<file path="config.mk">
export PLATFORM = sky130hd
export DESIGN_NAME = charmap_text_decoder
export DESIGN_NICKNAME = d
export VERILOG_FILES = /design/src/rtl/core/ctd_pkg.sv /design/src/rtl/core/ctd_front.sv /design/src/rtl/core/ctd_queue.sv /design/src/rtl/core/ctd_back.sv /design/src/rtl/core/charmap_text_decoder.sv
export SDC_FILE = /design/constraint.sdc
export NUM_CORES = 1
export LEC_CHECK = 0
export ABC_AREA = 0
export BUFFER_PORTS_ARGS = -buffer_cell sky130_fd_sc_hd__buf_2
export CAP_MARGIN = 30
export CORE_MARGIN = 4
export CORE_UTILIZATION = 45
export DETAILED_ROUTE_END_ITERATION = 6
export GPL_TIMING_DRIVEN = 0
export RECOVER_POWER = 50
export SYNTH_ARGS = -nofsm -noshare
export SYNTH_HDL_FRONTEND = slang
export SYNTH_SLANG_ARGS = --single-unit
</file>
<file path="constraint.sdc">
create_clock -name clk -period 14.7 [get_ports clk]
set_clock_uncertainty 0.05 [all_clocks]
set_input_delay 2.94 -clock clk [delete_from_list [all_inputs] [get_ports clk]]
set_output_delay 2.94 -clock clk [all_outputs]
set_load 0.02 [all_outputs]
</file>
<file path="src/rtl/core/ctd_pkg.sv">
// Shared types and byte codes for the charmap text decoder.
// Used by ctd_front, ctd_queue, ctd_back and the top level; no dependencies.
package ctd_pkg;

  localparam logic [7:0] BYTE_NUL   = 8'h00;
  localparam logic [7:0] BYTE_ESC   = 8'h7E;
  localparam logic [7:0] BYTE_TWO   = 8'h32;
  localparam logic [7:0] BYTE_SEVEN = 8'h37;
  localparam logic [7:0] BYTE_C     = 8'h63;
  localparam logic [7:0] BYTE_DROP0 = 8'h81;
  localparam logic [7:0] BYTE_DROP1 = 8'hBD;
  localparam logic [7:0] BYTE_DROP2 = 8'hBE;
  localparam logic [7:0] BYTE_SPACE = 8'h20;

  localparam logic [6:0] CHAR_DQUOTE = 7'h22;
  localparam logic [6:0] CHAR_APOS   = 7'h27;
  localparam logic [6:0] CHAR_COMMA  = 7'h2C;
  localparam logic [6:0] CHAR_TERM   = 7'h00;

  localparam logic [8:0] CAP_MAX       = 9'd256;
  localparam logic [8:0] CAP_RESET     = 9'd33;
  localparam logic [7:0] STEPS_RESET   = 8'd32;

  localparam logic REG_OUT_CAPACITY = 1'b0;
  localparam logic REG_MAX_STEPS    = 1'b1;

  typedef enum logic [3:0] {
    PH_NORMAL  = 4'b0001,
    PH_HELD7E  = 4'b0010,
    PH_HELD32  = 4'b0100,
    PH_DISCARD = 4'b1000
  } phase_t;

  typedef struct packed {
    logic [6:0] ch;
    logic       last;
  } result_t;

  // One queue entry: the results caused by one input beat (one or two).
  typedef struct packed {
    logic    two;
    result_t first;
    result_t second;
  } entry_t;

endpackage

</file>
<file path="src/rtl/core/ctd_front.sv">
// Front end: accepts source bytes, runs the lookahead decoder and pushes
// the results of each beat into the queue. Holds the config registers.
// Depends on ctd_pkg.
module ctd_front (
  input  logic            clk,
  input  logic            rst,
  input  logic            cfg_valid,
  input  logic            cfg_index,
  input  logic [8:0]      cfg_data,
  input  logic            s_tvalid,
  output logic            s_tready,
  input  logic [7:0]      s_tdata,
  input  logic            q_full,
  output logic            q_push,
  output ctd_pkg::entry_t q_data
);
  import ctd_pkg::*;

  typedef struct packed {
    phase_t     phase;
    logic [7:0] chars;
    logic [7:0] steps;
    logic       emit;
    result_t    res;
  } lead_t;

  logic [8:0] out_capacity;
  logic [7:0] max_steps;
  phase_t     phase;
  logic [7:0] chars;
  logic [7:0] steps;
  logic [8:0] cap;
  logic       accept;
  lead_t      cur;
  lead_t      r1;
  lead_t      r2;
  lead_t      fin;
  logic       emit_a;
  logic       emit_b;
  result_t    res_a;
  result_t    res_b;

  // Decision on one leading byte.
  function automatic lead_t lead_byte(input lead_t st, input logic [7:0] b,
                                      input logic [8:0] cap_in,
                                      input logic [7:0] maxs);
    lead_t r;
    logic  room;
    r      = st;
    r.emit = 1'b0;
    r.res  = '0;
    room   = (({1'b0, st.chars} + 9'd1) < cap_in) && (st.steps < maxs);
    if (st.phase == PH_DISCARD) begin
      if (b == BYTE_NUL) begin
        r.phase = PH_NORMAL;
        r.chars = '0;
        r.steps = '0;
      end
    end else begin
      r.phase = PH_NORMAL;
      if (b == BYTE_NUL) begin
        r.chars    = '0;
        r.steps    = '0;
        r.emit     = 1'b1;
        r.res.ch   = CHAR_TERM;
        r.res.last = 1'b1;
      end else if (!room) begin
        r.phase    = PH_DISCARD;
        r.emit     = 1'b1;
        r.res.ch   = CHAR_TERM;
        r.res.last = 1'b1;
      end else begin
        r.steps = st.steps + 8'd1;
        if (b == BYTE_ESC) begin
          r.phase = PH_HELD7E;
        end else if (b == BYTE_DROP0 || b == BYTE_DROP1 || b == BYTE_DROP2) begin
          r.emit = 1'b0;
        end else if (b >= BYTE_SPACE && b <= BYTE_ESC) begin
          r.chars    = st.chars + 8'd1;
          r.emit     = 1'b1;
          r.res.ch   = b[6:0];
          r.res.last = 1'b0;
        end
      end
    end
    return r;
  endfunction

  assign cap      = (out_capacity > CAP_MAX) ? CAP_MAX : out_capacity;
  assign s_tready = !q_full;
  assign accept   = s_tvalid && s_tready;

  always_comb begin
    cur       = '0;
    cur.phase = PH_NORMAL;
    cur.chars = chars;
    cur.steps = steps;
    r1        = cur;
    r2        = cur;
    fin       = cur;
    emit_a    = 1'b0;
    emit_b    = 1'b0;
    res_a     = '0;
    res_b     = '0;
    unique case (phase)
      PH_HELD7E: begin
        if (s_tdata == BYTE_TWO) begin
          fin.phase = PH_HELD32;
        end else begin
          r1     = lead_byte(cur, s_tdata, cap, max_steps);
          fin    = r1;
          emit_a = r1.emit;
          res_a  = r1.res;
        end
      end
      PH_HELD32: begin
        if (s_tdata == BYTE_TWO || s_tdata == BYTE_SEVEN || s_tdata == BYTE_C) begin
          fin.chars  = chars + 8'd1;
          emit_a     = 1'b1;
          res_a.last = 1'b0;
          res_a.ch   = (s_tdata == BYTE_TWO) ? CHAR_DQUOTE :
                       (s_tdata == BYTE_SEVEN) ? CHAR_APOS : CHAR_COMMA;
        end else begin
          // Drop the escape, decide the held 32 alone, then the new byte.
          r1     = lead_byte(cur, BYTE_TWO, cap, max_steps);
          r2     = lead_byte(r1, s_tdata, cap, max_steps);
          fin    = r2;
          emit_a = r1.emit;
          res_a  = r1.res;
          emit_b = r2.emit;
          res_b  = r2.res;
        end
      end
      PH_DISCARD: begin
        cur.phase = PH_DISCARD;
        r1        = lead_byte(cur, s_tdata, cap, max_steps);
        fin       = r1;
      end
      default: begin
        r1     = lead_byte(cur, s_tdata, cap, max_steps);
        fin    = r1;
        emit_a = r1.emit;
        res_a  = r1.res;
      end
    endcase
  end

  always_comb begin
    q_push = accept && (emit_a || emit_b);
    q_data = '0;
    if (emit_a && emit_b) begin
      q_data.two    = 1'b1;
      q_data.first  = res_a;
      q_data.second = res_b;
    end else if (emit_a) begin
      q_data.first = res_a;
    end else begin
      q_data.first = res_b;
    end
  end

  always_ff @(posedge clk) begin
    if (rst) begin
      phase <= PH_NORMAL;
      chars <= '0;
      steps <= '0;
    end else if (accept) begin
      phase <= fin.phase;
      chars <= fin.chars;
      steps <= fin.steps;
    end
  end

  always_ff @(posedge clk) begin
    if (rst) begin
      out_capacity <= CAP_RESET;
      max_steps    <= STEPS_RESET;
    end else if (cfg_valid) begin
      unique case (cfg_index)
        REG_OUT_CAPACITY: out_capacity <= cfg_data;
        REG_MAX_STEPS:    max_steps    <= cfg_data[7:0];
        default:          max_steps    <= max_steps;
      endcase
    end
  end

endmodule

</file>
<file path="src/rtl/core/ctd_queue.sv">
// Short register queue of result entries between front and back end.
// Depends on ctd_pkg.
module ctd_queue #(
  parameter int DEPTH = 4
) (
  input  logic            clk,
  input  logic            rst,
  input  logic            push,
  input  ctd_pkg::entry_t push_data,
  output logic            full,
  input  logic            pop,
  output logic            head_valid,
  output ctd_pkg::entry_t head
);
  import ctd_pkg::*;

  localparam int PTR_W = (DEPTH > 1) ? $clog2(DEPTH) : 1;
  localparam int CNT_W = $clog2(DEPTH + 1);
  localparam logic [PTR_W-1:0] LAST_SLOT = PTR_W'(DEPTH - 1);
  localparam logic [CNT_W-1:0] FULL_CNT  = CNT_W'(DEPTH);

  entry_t           slots [DEPTH];
  logic [PTR_W-1:0] wr_ptr;
  logic [PTR_W-1:0] rd_ptr;
  logic [CNT_W-1:0] count;
  logic             do_push;
  logic             do_pop;

  assign full       = (count == FULL_CNT);
  assign head_valid = (count != '0);
  assign head       = slots[rd_ptr];
  assign do_push    = push && !full;
  assign do_pop     = pop && head_valid;

  always_ff @(posedge clk) begin
    if (do_push) begin
      slots[wr_ptr] <= push_data;
    end
  end

  always_ff @(posedge clk) begin
    if (rst) begin
      wr_ptr <= '0;
      rd_ptr <= '0;
      count  <= '0;
    end else begin
      if (do_push) begin
        wr_ptr <= (wr_ptr == LAST_SLOT) ? '0 : wr_ptr + PTR_W'(1);
      end
      if (do_pop) begin
        rd_ptr <= (rd_ptr == LAST_SLOT) ? '0 : rd_ptr + PTR_W'(1);
      end
      if (do_push && !do_pop) begin
        count <= count + CNT_W'(1);
      end else if (do_pop && !do_push) begin
        count <= count - CNT_W'(1);
      end
    end
  end

endmodule

</file>
<file path="src/rtl/core/ctd_back.sv">
// Back end: splits queue entries into single result beats and drives the
// registered master stream. Depends on ctd_pkg.
module ctd_back (
  input  logic            clk,
  input  logic            rst,
  input  logic            head_valid,
  input  ctd_pkg::entry_t head,
  output logic            pop,
  output logic            m_tvalid,
  input  logic            m_tready,
  output logic [7:0]      m_tdata,
  output logic            m_tlast
);
  import ctd_pkg::*;

  logic       sub;
  logic       load;
  result_t    pick;
  logic [6:0] out_ch;
  logic       out_last;

  assign load    = head_valid && (!m_tvalid || m_tready);
  assign pick    = sub ? head.second : head.first;
  assign pop     = load && (sub || !head.two);
  assign m_tdata = {1'b0, out_ch};
  assign m_tlast = out_last;

  always_ff @(posedge clk) begin
    if (rst) begin
      m_tvalid <= 1'b0;
      sub      <= 1'b0;
    end else begin
      if (load) begin
        m_tvalid <= 1'b1;
        // Advance to the second result, or release the entry.
        sub      <= !sub && head.two;
      end else if (m_tready) begin
        m_tvalid <= 1'b0;
      end
    end
  end

  always_ff @(posedge clk) begin
    if (load) begin
      out_ch   <= pick.ch;
      out_last <= pick.last;
    end
  end

endmodule

</file>
<file path="src/rtl/core/charmap_text_decoder.sv">
// Charmap text decoder: one source byte in per cycle while the entry queue is not full,
// one ASCII result out per cycle while m_tready is high. Each result passes the entry
// queue and the registered output stage. A beat that yields two results leaves as two
// output beats; the queue absorbs that, and input stalls only while the queue is full.
// Reset: sync, active high; counters cleared, out_capacity 33, max_steps 32, queue empty.
// Depends on ctd_pkg, ctd_front, ctd_queue, ctd_back.
module charmap_text_decoder #(
  parameter int QUEUE_DEPTH = 4
) (
  input  logic       clk,
  input  logic       rst,
  input  logic       cfg_valid,
  output logic       cfg_ready,
  input  logic       cfg_index,
  input  logic [8:0] cfg_data,
  input  logic       s_tvalid,
  output logic       s_tready,
  input  logic [7:0] s_tdata,   // [7:0] source_byte
  output logic       m_tvalid,
  input  logic       m_tready,
  output logic [7:0] m_tdata,   // [6:0] ascii_char, [7] zero
  output logic       m_tlast    // is_last
);
  import ctd_pkg::*;

  logic   q_full;
  logic   q_push;
  entry_t q_push_data;
  logic   q_pop;
  logic   q_head_valid;
  entry_t q_head;

  assign cfg_ready = 1'b1;

  ctd_front u_front (
    .clk       (clk),
    .rst       (rst),
    .cfg_valid (cfg_valid),
    .cfg_index (cfg_index),
    .cfg_data  (cfg_data),
    .s_tvalid  (s_tvalid),
    .s_tready  (s_tready),
    .s_tdata   (s_tdata),
    .q_full    (q_full),
    .q_push    (q_push),
    .q_data    (q_push_data)
  );

  ctd_queue #(
    .DEPTH (QUEUE_DEPTH)
  ) u_queue (
    .clk        (clk),
    .rst        (rst),
    .push       (q_push),
    .push_data  (q_push_data),
    .full       (q_full),
    .pop        (q_pop),
    .head_valid (q_head_valid),
    .head       (q_head)
  );

  ctd_back u_back (
    .clk        (clk),
    .rst        (rst),
    .head_valid (q_head_valid),
    .head       (q_head),
    .pop        (q_pop),
    .m_tvalid   (m_tvalid),
    .m_tready   (m_tready),
    .m_tdata    (m_tdata),
    .m_tlast    (m_tlast)
  );

endmodule

</file>
======== Word-level counts from Yosys, hierarchy flattened ========
Memory sizes are Yosys's and may differ from the RTL's. A register that Yosys moved wholly into a read port is not among the register bits.
Cells that the tools add are included.
operators by class
  add/sub/neg operators ................... 10
  magnitude comparators ................... 7
  equality and inequality tests ........... 17
  mux-type cells .......................... 74
  bitwise operators ....................... 1
  reductions and logical operators ........ 34
operators by type and width
  kind                                                                    count
  8-bit 2-to-1 mux                                                        17
  9-bit 2-to-1 mux                                                        14
  29-bit one-hot mux with 3 select lines                                  1
  25-bit 2-to-1 mux                                                       3
  20-bit 2-to-1 mux                                                       3
  29-bit 2-to-1 mux                                                       2
  16-bit 2-to-1 mux                                                       3
  8-bit by 1-bit adder with 8-bit output (second input constant)          4
  4-bit 2-to-1 mux                                                        8
  8-bit equality test (second input constant)                             3
  8-bit one-hot mux with 3 select lines                                   1
  8-bit by 1-bit adder with 9-bit output (second input constant)          2
  9-bit less-than comparator                                              2
  17-bit 2-to-1 mux                                                       1
  8-bit by 6-bit equality test with 1-bit output (second input constant)  2
  8-bit by 7-bit equality test with 1-bit output (second input constant)  2
  8-bit less-than comparator                                              2
  7-bit 2-to-1 mux                                                        2
  1-bit logical AND                                                       13
  1-bit 2-to-1 mux                                                        11
  2-bit 2-to-1 mux                                                        5
  9-bit > comparator (second input constant)                              1
  4-bit equality test (second input constant)                             2
  8-bit by 6-bit >= comparator with 1-bit output (second input constant)  1
  21 further kinds                                                        38
word-level totals
  flip-flop bits (word level) ............. 54
  RAM bits ................................ 68
  input port bits ......................... 23
  output and inout bits ................... 12
  logic and storage cells ................. 156
  memories kept ........................... 1
memory list
  name           words  bits a word  rd ports  clocked after memory_dff  wr ports  RTL line         RTL
  u_queue.slots  4      17           1         1                         1         ctd_queue.sv:22  entry_t slots [DEPTH];

======== Logic depth before layout (Yosys ltp) ========
Gate-level depths: netlist of run 1.
  depth in word-level cells ............... 29
  gate-level depth with buffers ........... 32

======== Cells and area by module ========
A second synthesis of run 1 with hierarchy kept.
second synthesis, totals
  cell total of the unflattened synthesis .. 779
  area total of the unflattened synthesis .. 7617.3 µm²
by module, submodules not included
  module                instances  cells each  area an instance (µm²)  sequential area each (µm²)
  ctd_front             1          607         4192.8                  740.7
  ctd_queue             1          139         2957.8                  2222.1
  ctd_back              1          31          455.4                   280.3
  charmap_text_decoder  1          2           11.3                    0.0

======== Worst setup path before layout of run 1 ========
No wires, ideal clock.
  path kind ............................... register to register
  from .................................... reg u_front.chars[2]
  to ...................................... mem u_queue.slots[0][1] (netlist bit) (data pin)
  arrival ................................. 5.934 ns
  setup slack ............................. 8.569 ns
  cell stages (with the launch flop) ...... 30
  path buffers ............................ 7
  period minus slack after synthesis ...... 6.131 ns
  path through ............................ dfxtp_1 > buf_2 > and3_1 > clkbuf_1 > and3_1 > nand3_1 > xnor2_1 > ha_1 > nand4_1 > o211ai_2 > a211o_4 > buf_6 > nor2_2 > buf_2 > buf_1 > xnor2_1 > ha_1 > o31ai_4 > nor2_1 > xnor2_1 > ha_1 > a21o_1 > a21oi_1 > o221ai_1 > a2111oi_2 > o32ai_2 > buf_6 > buf_6 > nor3_2 > and2_1
RTL lines
  what                      RTL line          RTL
  start: declaration        ctd_front.sv:30   logic [7:0] chars;
  start signal: assignment  ctd_front.sv:169  chars <= fin.chars;
  end: declaration          ctd_queue.sv:22

==> results.json, run 1 <==
{
  "yosysMostFrequentCell": "nand2_1",
  "routedWlPerCell_um": 20.9,
  "portBuffers": 31,
  "rr_startpoint": "u_front.chars[2]$_SDFFE_PP0P_",
  "relSlewSlack_pct": -0.186,
  "ys_warn_count": 0,
  "area_delta_synth_final_pct": 12.4,
  "endpoint_kind": "flip-flop",
  "routed_via_density": 6.09,
  "netlist_top_cells_count": "nand2_1, edfxtp_1, a21oi_1, dfxtp_1, nor2_1",
  "dp_hpwl_um": 16600,
  "chipWidth_um": 140,
  "final_hold_viol_count": 0,
  "r2r_slack_ps": 5810,
  "htreeDepth": 4,
  "std_cell_rows": 47,
  "cp_max_fo": 10,
  "critical_path.slowest_cell": "clkbuf_1",
  "synth_top_family_by_area": "simple AND/OR/NAND/NOR gates",
  "cts_setup_buffers": 0,
  "initial_core_util_pct": 46.5,
  "crit_start": "u_front.chars[2]$_SDFFE_PP0P_",
  "dr.first_iter.drc_count": 535,
  "dr.pass1.iters": 6,
  "tns_ps": 0,
  "wl_um": 22800,
  "die_h_um": 140,
  "cts_buffers": 17,
  "rsz0062_at_grt": "false",
  "ys_ff_latch": 124,
  "synth_ff_type": "edfxtp_1",
  "insertion_delay_ps": 430,
  "critPathKind": "flip-flop to flip-flop",
  "synthAdderAreaFrac_pct": 6.68,
  "crit_arrival_ps": 9100,
  "place_congestion": 0.961,
  "cp_common_cell": "clkbuf_1",
  "synth_area_leaders": "edfxtp_1, dfxtp_1, ha_1, nand2_1, mux4_2",
  "power.leakage_nw": 3.18,
  "yosys.area.top_type": "edfxtp_1",
  "tightest_slew_ps": 1490,
  "die_area_um2": 19500,
  "period_needed_ps": 8890,
  "antenna_found_initial": 0,
  "crit_path_end": "u_queue.slots[1][7]$_DFFE_PP_",
  "cts.sinks": 124,
  "synth-simple-area-share_pct": 21.3,
  "holdCritPathClass": "flip-flop to flip-flop",
  "drive_gt1_share_pct": 13.6,
  "grt_first_pass_wirelength_um": 35800,
  "r2r_end": "u_queue.slots[1][7]$_DFFE_PP_",
  "p_per_area_nw_per_um2": 153,
  "muxShareOfSynthArea_pct": 6.22,
  "clock_tree.buffer_depth": 2,
  "yosysSeqAreaShare_pct": 41.6,
  "post-route-period-util_pct": 60.5,
  "fin_nets": 919,
  "cts_resized": 0,
  "root_buffer": "clkbuf_16",
  "grt_max_degree": 18,
  "synth_top_area_share_pct": 29.3,
  "syn_area_um2": 7790,
  "tritoncts": "built",
  "syn-num-nets": 867,
  "drc": 0,
  "ant_nets": 0,
  "avgSynthCellArea_um2": 9.70,
  "synth_cell_types": 84,
  "violations": "max-capacitance violations, max-slew violations",
  "synth_xor_area_share_pct": 2.70,
  "stdcell_area_um2": 8750,
  "irDropWorstVdd_v": 0.0000824,
  "track_usage_pct": 23.5,
  "synth_compound_area_share_pct": 16.5,
  "grt_pass1_vias": 6613,
  "n_antenna_cell": 0,
  "crit_required_ps": 14910,
  "reg2regPathDepth": 30,
  "start_kind": "flip-flop",
  "slowest_delay_ps": 660,
  "syn-instance-count": 803,
  "numPlacedInstances": 1054,
  "worst-path-stages": 30,
  "cp_top_family": "simple AND/OR/NAND/NOR gates",
  "vias": 6628,
  "placed_area_um2": 8220,
  "clk_pin_slew_ps": 60,
  "crit_buf_inv": 7,
  "status": "finished with violations",
  "setup_violations": 0,
  "max_freq_mhz": 112,
  "instances_no_fill": 1088,
  "hold_buffers": 0,
  "io_pins": 35,
  "grt_overflow": 0,
  "maxCapViolCount": 1,
  "maxSlewViolCount": 1,
  "core_area_um2": 16800,
  "synth-async-reset-ratio_pct": 0,
  "synth_edf_count": 76
}
## cells by family after synthesis
logic type      after synthesis
compound gates              184
buf+inv                      85
flops                       124
xor+xnor                     24
fa+ha+maj                    41
mux                          27
other cells                   2
simple gates                316
## area by class of cell
class	instances	area (um2)
fillers	1530	8010
multi-input cells	594	4150
flip-flops and latches	124	3240
clock buffers	17	425
well taps	220	275
plain buffers	54	255
repair buffers	33	149
clock inverters	15	139
inverters	31	116
## state kept, by name, indices dropped and copies added, names as in the netlist, 3 cells and up, named ones only
name	flops
u_back.out_ch	7
u_queue.count	3
u_front.chars	8
u_front.steps	8
u_front.phase	4
u_front.max_steps	8
u_queue.slots	68
u_front.out_capacity	9
## power by group
group          switching [mW]  total (mW)  internal, mW
registers              0.0252       0.456         0.431
clock network           0.173       0.408         0.235
logic                   0.307       0.474         0.168
## worst register-to-register path, delay by kind of cell (launching register included)
kind | cells | cell delay (ps)
simple gates | 12 | 2740
xor+xnor | 2 | 660
compound gates | 6 | 1490
flops | 1 | 300
buf+inv | 7 | 2620
fa+ha+maj | 3 | 850
## per-stage QoR
step	hold WS [ps]	utilization [%]	setup slack (ps)	power [mW]
after floorplan	386	-	8570	0.796
after global placement	399	49.0	6320	0.923
after detailed placement	399	49.0	6250	0.940
after CTS	408	52.4	6180	1.35
after global routing	430	52.2	5400	1.41
final	406	52.2	5810	1.34
## cell usage in the layout (no fill, tap or decap), drive strengths merged, types with 6 or more instances in the layout
cell type,instances
nor2,51
nor4,16
inv,35
nand3b,7
nor3,20
o22ai,8
mux2i,9
xor2,7
edfxtp,76
a21oi,62
o211ai,7
clkinv,8
clkbuf,67
buf,37
xnor2,17
a211oi,10
o21ai,35
nand2,118
mux4,17
and3,11
dfxtp,48
ha,40
a31oi,11
and2,15
nand4,8
and4,8
nand3,33
o21a,6
## worst min-delay path by stage
stage	endpoint	startpoint	slack [ps]	depth (start not counted)
6_report	u_front.out_capacity[3]$_SDFFE_PP0P_	u_front.out_capacity[3]$_SDFFE_PP0P_	410	2
2_1_floorplan	u_front.max_steps[1]$_SDFFE_PP0P_	u_front.max_steps[1]$_SDFFE_PP0P_	390	2
3_3_place_gp	u_front.max_steps[7]$_SDFFE_PP0P_	u_front.max_steps[7]$_SDFFE_PP0P_	400	2
5_1_grt	u_front.out_capacity[2]$_SDFFE_PP0P_	u_front.out_capacity[2]$_SDFFE_PP0P_	430	2
3_5_place_dp	u_front.out_capacity[3]$_SDFFE_PP0P_	u_front.out_capacity[3]$_SDFFE_PP0P_	400	2
4_1_cts	u_front.out_capacity[3]$_SDFFE_PP0P_	u_front.out_capacity[3]$_SDFFE_PP0P_	410	2
## layer usage
metal,vias up,GRT usage [%],share of wire (%)
met3,69,4.19,5.6
met1,3201,28.1,40
met4,0,11.5,3.8
li1,3095,-,-
met5,-,0,0
met2,263,41.0,50
No activity file was read; power rests on OpenSTA's default activity.
==> run 2, diff against run 1 <==
==> constraint.sdc (replaced) <==
create_clock -name clk -period 7.35 [get_ports clk]
set_clock_uncertainty 0.05 [all_clocks]
set_input_delay 1.47 -clock clk [delete_from_list [all_inputs] [get_ports clk]]
set_output_delay 1.47 -clock clk [all_outputs]
set_load 0.02 [all_outputs]
==> results.json, run 2 (synthesis results as in run 1) <==
{
  "std_cell_rows": 47,
  "setup_violations": 0,
  "place_congestion": 0.961,
  "cp_common_cell": "buf_6",
  "dr.pass1.iters": 7,
  "irDropWorstVdd_v": 0.000165,
  "n_antenna_cell": 0,
  "dp_hpwl_um": 16600,
  "post-route-period-util_pct": 95.1,
  "seqCellArea_um2": 3240,
  "portBuffers": 31,
  "multi_input_area_um2": 4240,
  "maxCapViolCount": 0,
  "hold_buffers": 0,
  "p_switching_mw": 1.02,
  "rsz0062_at_grt": "false",
  "instances_no_fill": 1087,
  "crit_arrival_ps": 7200,
  "area_delta_synth_final_pct": 13.8,
  "pwr-share-clk_pct": 30.2,
  "root_buffer": "clkbuf_16",
  "top_regs": "u_queue.slots x68, u_front.out_capacity x9",
  "clock_tree.buffer_depth": 2,
  "die_area_um2": 19500,
  "antenna_found_initial": 0,
  "endpoint_kind": "flip-flop",
  "start_kind": "flip-flop",
  "period_needed_ps": 6990,
  "initial_core_util_pct": 46.5,
  "drc": 2,
  "routed_via_density": 6.08,
  "routedWlPerCell_um": 21.0,
  "tritoncts": "built",
  "core_area_um2": 16800,
  "grt_first_pass_wirelength_um": 35800,
  "maxSlewViolCount": 0,
  "clk_pin_slew_ps": 70,
  "cp_max_fo": 10,
  "dr.first_iter.drc_count": 627,
  "crit_buf_inv": 6,
  "holdCritPathClass": "flip-flop to flip-flop",
  "swShare_pct": 37.7,
  "fin_nets": 918,
  "largest_reg_flops": 68,
  "grt_overflow": 0,
  "max_freq_mhz": 143,
  "ant_nets": 0,
  "relSlewSlack_pct": 2.51,
  "pwr-share-comb_pct": 36.0,
  "placed_area_um2": 8220,
  "vias": 6610,
  "violations": "design-rule violations",
  "pwr-share-seq_pct": 33.8,
  "numPlacedInstances": 1054,
  "track_usage_pct": 23.5,
  "grt_max_degree": 18,
  "crit_required_ps": 7560,
  "final_hold_viol_count": 0,
  "regMostFlops": "u_queue.slots",
  "htreeDepth": 4,
  "insertion_delay_ps": 430,
  "stdcell_area_um2": 8860,
  "drive_gt1_share_pct": 15.8,
  "fillers": 1511,
  "grt_pass1_vias": 6606,
  "p_int_mw": 1.68,
  "critical_path.slowest_cell": "clkbuf_1",
  "cp_top_family": "compound AO/OA/AOI/OAI gates",
  "die_h_um": 140,
  "status": "finished with violations",
  "final_cell_mix": "nand2_1, edfxtp_1, a21oi_1",
  "chipWidth_um": 140,
  "cts_buffers": 17,
  "io_pins": 35,
  "critPathKind": "flip-flop to flip-flop",
  "layout_commonest_cell": "nand2_1",
  "p_per_area_nw_per_um2": 305,
  "tightest_slew_ps": 1450,
  "slowest_delay_ps": 400,
  "wl_um": 22800,
  "power.leakage_nw": 3.23,
  "cts.sinks": 124
}
run 2: changes by cell type in the layout (fill, tap and decap cells not counted), sizes merged:
cell	delta
buf	+6
clkbuf	-7
run 2: routing by layer:
layer  up-vias  wire (um)  GRT usage (%)
met1      3207       9320           28.2
met3        69       1170           4.19
met5         -          0              0
met2       247      11400           41.0
met4         0        911           11.1
li1       3087          -              -
run 2: layout make-up:
type	count	share of cell area, %
Buffer	51	2.92
Clock buffer	17	4.80
Clock inverter	15	1.57
Inverter	31	1.31
Multi-Input combinational cell	594	47.8
Sequential cell	124	36.6
Tap cell	220	3.11
Timing Repair Buffer	35	1.86
run 2: tightest hold or removal path, stage by stage (launching register included):
cell and delay [ps]:
dfxtp_1 310, nand2_1 50, a21oi_1 50
run 2: power by group through the flow:
stage / logic, mW / clock network, mW / registers, mW
after global routing: 1.06 / 0.858 / 0.920
after detailed placement: 0.954 / 0 / 0.925
after global placement: 0.927 / 0 / 0.919
after CTS: 0.968 / 0.823 / 0.911
after floorplan: 0.649 / 0 / 0.944
final: 0.973 / 0.816 / 0.912
run 2: per-stage QoR:
stage          setup WS, ps  setup TNS [ps]  power (mW)  hold WS (ps)  utilization [%]
2_1_floorplan          1220               0        1.59           386                -
3_3_place_gp          -1030          -47780        1.85           399             49.0
3_5_place_dp          -1100          -51730        1.88           399             49.0
4_1_cts                87.8               0        2.70           408             52.7
5_1_grt                9.48               0        2.84           430             52.9
6_report                358               0        2.70           406             52.9
run 2: what timing repair did:
action / in CTS / in global routing
endpoints found under the setup margin: 55 / 55
resized for setup: 11 / 9
buffers inserted: 2 / 0
cloned: 0 / 0
pin swaps: 2 / 1
endpoints found under the hold margin: 0 / 0
run 2: worst paths after layout:
path                                   startpoint                                    to  slack [ps]  depth (start not counted)
min reg2reg  u_front.out_capacity[3]$_SDFFE_PP0P_  u_front.out_capacity[3]$_SDFFE_PP0P_         410                          2
min          u_front.out_capacity[3]$_SDFFE_PP0P_  u_front.out_capacity[3]$_SDFFE_PP0P_         410                          2
max                 u_front.chars[3]$_SDFFE_PP0P_         u_queue.slots[1][7]$_DFFE_PP_         360                         27
max reg2reg         u_front.chars[3]$_SDFFE_PP0P_         u_queue.slots[1][7]$_DFFE_PP_         360                         27
==> run 3, diff against run 2 <==
==> constraint.sdc (replaced) <==
create_clock -name clk -period 8.84 [get_ports clk]
set_clock_uncertainty 0.05 [all_clocks]
set_input_delay 1.768 -clock clk [delete_from_list [all_inputs] [get_ports clk]]
set_output_delay 1.768 -clock clk [all_outputs]
set_load 0.02 [all_outputs]
==> results.json, run 3 (synthesis results as in run 1) <==
{
  "status": "finished with violations",
  "violations": "max-capacitance violations",
  "dr.pass1.iters": 5,
  "start_kind": "flip-flop",
  "portBuffers": 31,
  "tightest_slew_ps": 1460,
  "grt_pass1_vias": 6613,
  "layout_setup_ws_ps": 420,
  "final_hold_viol_count": 0,
  "clock_tree.buffer_depth": 2,
  "place_congestion": 0.961,
  "routed_via_density": 6.10,
  "fin_nets": 919,
  "io_pins": 35,
  "vias": 6632,
  "n_antenna_cell": 0,
  "ant_nets": 0,
  "cts_resized": 0,
  "chipWidth_um": 140,
  "critical_path.slowest_cell": "clkbuf_1",
  "stdcell_area_um2": 8750,
  "maxSlewViolCount": 0,
  "instances_no_fill": 1088,
  "top_regs": "u_queue.slots x68, u_front.out_capacity x9",
  "cts_setup_buffers": 0,
  "irDropWorstVdd_v": 0.000137,
  "cts_buffers": 17,
  "track_usage_pct": 23.5,
  "clk_pin_slew_ps": 60,
  "placed_area_um2": 8220,
  "pre_cts_ws_ps": 394,
  "relSlewSlack_pct": 1.72,
  "p_per_area_nw_per_um2": 254,
  "area_delta_synth_final_pct": 12.4,
  "antenna_found_initial": 0,
  "rsz0062_at_grt": "false",
  "largest_reg_flops": 68,
  "numPlacedInstances": 1054,
  "dr.first_iter.drc_count": 531,
  "cts.sinks": 124,
  "hold_buffers": 0,
  "core_area_um2": 16800,
  "insertion_delay_ps": 430,
  "drive_gt1_share_pct": 14.1,
  "cp_max_fo": 10,
  "slowest_delay_ps": 590,
  "die_area_um2": 19500,
  "crit_arrival_ps": 8630,
  "grt_first_pass_wirelength_um": 35800,
  "routedWlPerCell_um": 21.1,
  "tritoncts": "built",
  "setup_violations": 0,
  "initial_core_util_pct": 46.5,
  "critPathKind": "flip-flop to flip-flop",
  "htreeDepth": 4,
  "std_cell_rows": 47,
  "dp_hpwl_um": 16600,
  "grt_max_degree": 18,
  "maxCapViolCount": 1,
  "layout_commonest_cell": "nand2_1",
  "grt_overflow": 0,
  "die_h_um": 140,
  "cp_common_cell": "nand2_1",
  "power.leakage_nw": 3.19,
  "max_freq_mhz": 119,
  "wl_um": 22900,
  "endpoint_kind": "flip-flop",
  "period_needed_ps": 8420,
  "final_util_pct": 52.2,
  "regMostFlops": "u_queue.slots",
  "tns_ps": 0,
  "holdCritPathClass": "flip-flop to flip-flop",
  "fillers": 1530,
  "drc": 0,
  "root_buffer": "clkbuf_16",
  "post-route-period-util_pct": 95.2,
  "crit_required_ps": 9050,
  "final_cell_mix": "nand2_1, edfxtp_1, a21oi_1"
}
run 3: where the power goes:
group	total [mW]	internal [mW]	leakage, nW	switching [mW]
clock	0.678	0.391	0.272	0.287
combinational	0.789	0.278	1.78	0.511
sequential	0.758	0.717	1.14	0.0419
total	2.23	1.39	3.19	0.840
run 3: metal layers:
metal	vias up	share of wire (%)	routed length, um	global-route usage [%]
met5	-	0	0	0
met4	0	4.1	931	11.5
met3	67	5.6	1280	4.19
met2	250	50	11400	41.0
met1	3220	40	9270	28.1
li1	3095	-	-	-
run 3: per-stage QoR:
step,hold slack (ps),power (mW)
4_1_cts,408,2.24
2_1_floorplan,386,1.32
6_report,406,2.23
3_3_place_gp,399,1.53
3_5_place_dp,399,1.56
5_1_grt,430,2.34
run 3: area by class of cell:
class                   instances  area, um2  area share (%)
plain buffers                  54        253            2.89
clock buffers                  17        425            4.86
clock inverters                15        139            1.59
inverters                      31        116            1.33
multi-input cells             594       4150            47.4
flip-flops and latches        124       3240            37.1
well taps                     220        275            3.15
repair buffers                 33        150            1.72
run 3: critical path, delay by kind of cell, from the launching register on:
family          cells  cell delay [ps]
compound gates      6             1490
xor+xnor            2              660
fa+ha+maj           3              850
buf+inv             7             2230
flops               1              300
simple gates       12             2630
run 3: worst paths after layout:
kind | startpoint | endpoint | slack (ps) | cells after the start
max reg2reg | u_front.chars[2]$_SDFFE_PP0P_ | u_queue.slots[1][7]$_DFFE_PP_ | 420 | 30
max | u_front.chars[2]$_SDFFE_PP0P_ | u_queue.slots[1][7]$_DFFE_PP_ | 420 | 30
min | u_front.out_capacity[3]$_SDFFE_PP0P_ | u_front.out_capacity[3]$_SDFFE_PP0P_ | 410 | 2
min reg2reg | u_front.out_capacity[3]$_SDFFE_PP0P_ | u_front.out_capacity[3]$_SDFFE_PP0P_ | 410 | 2
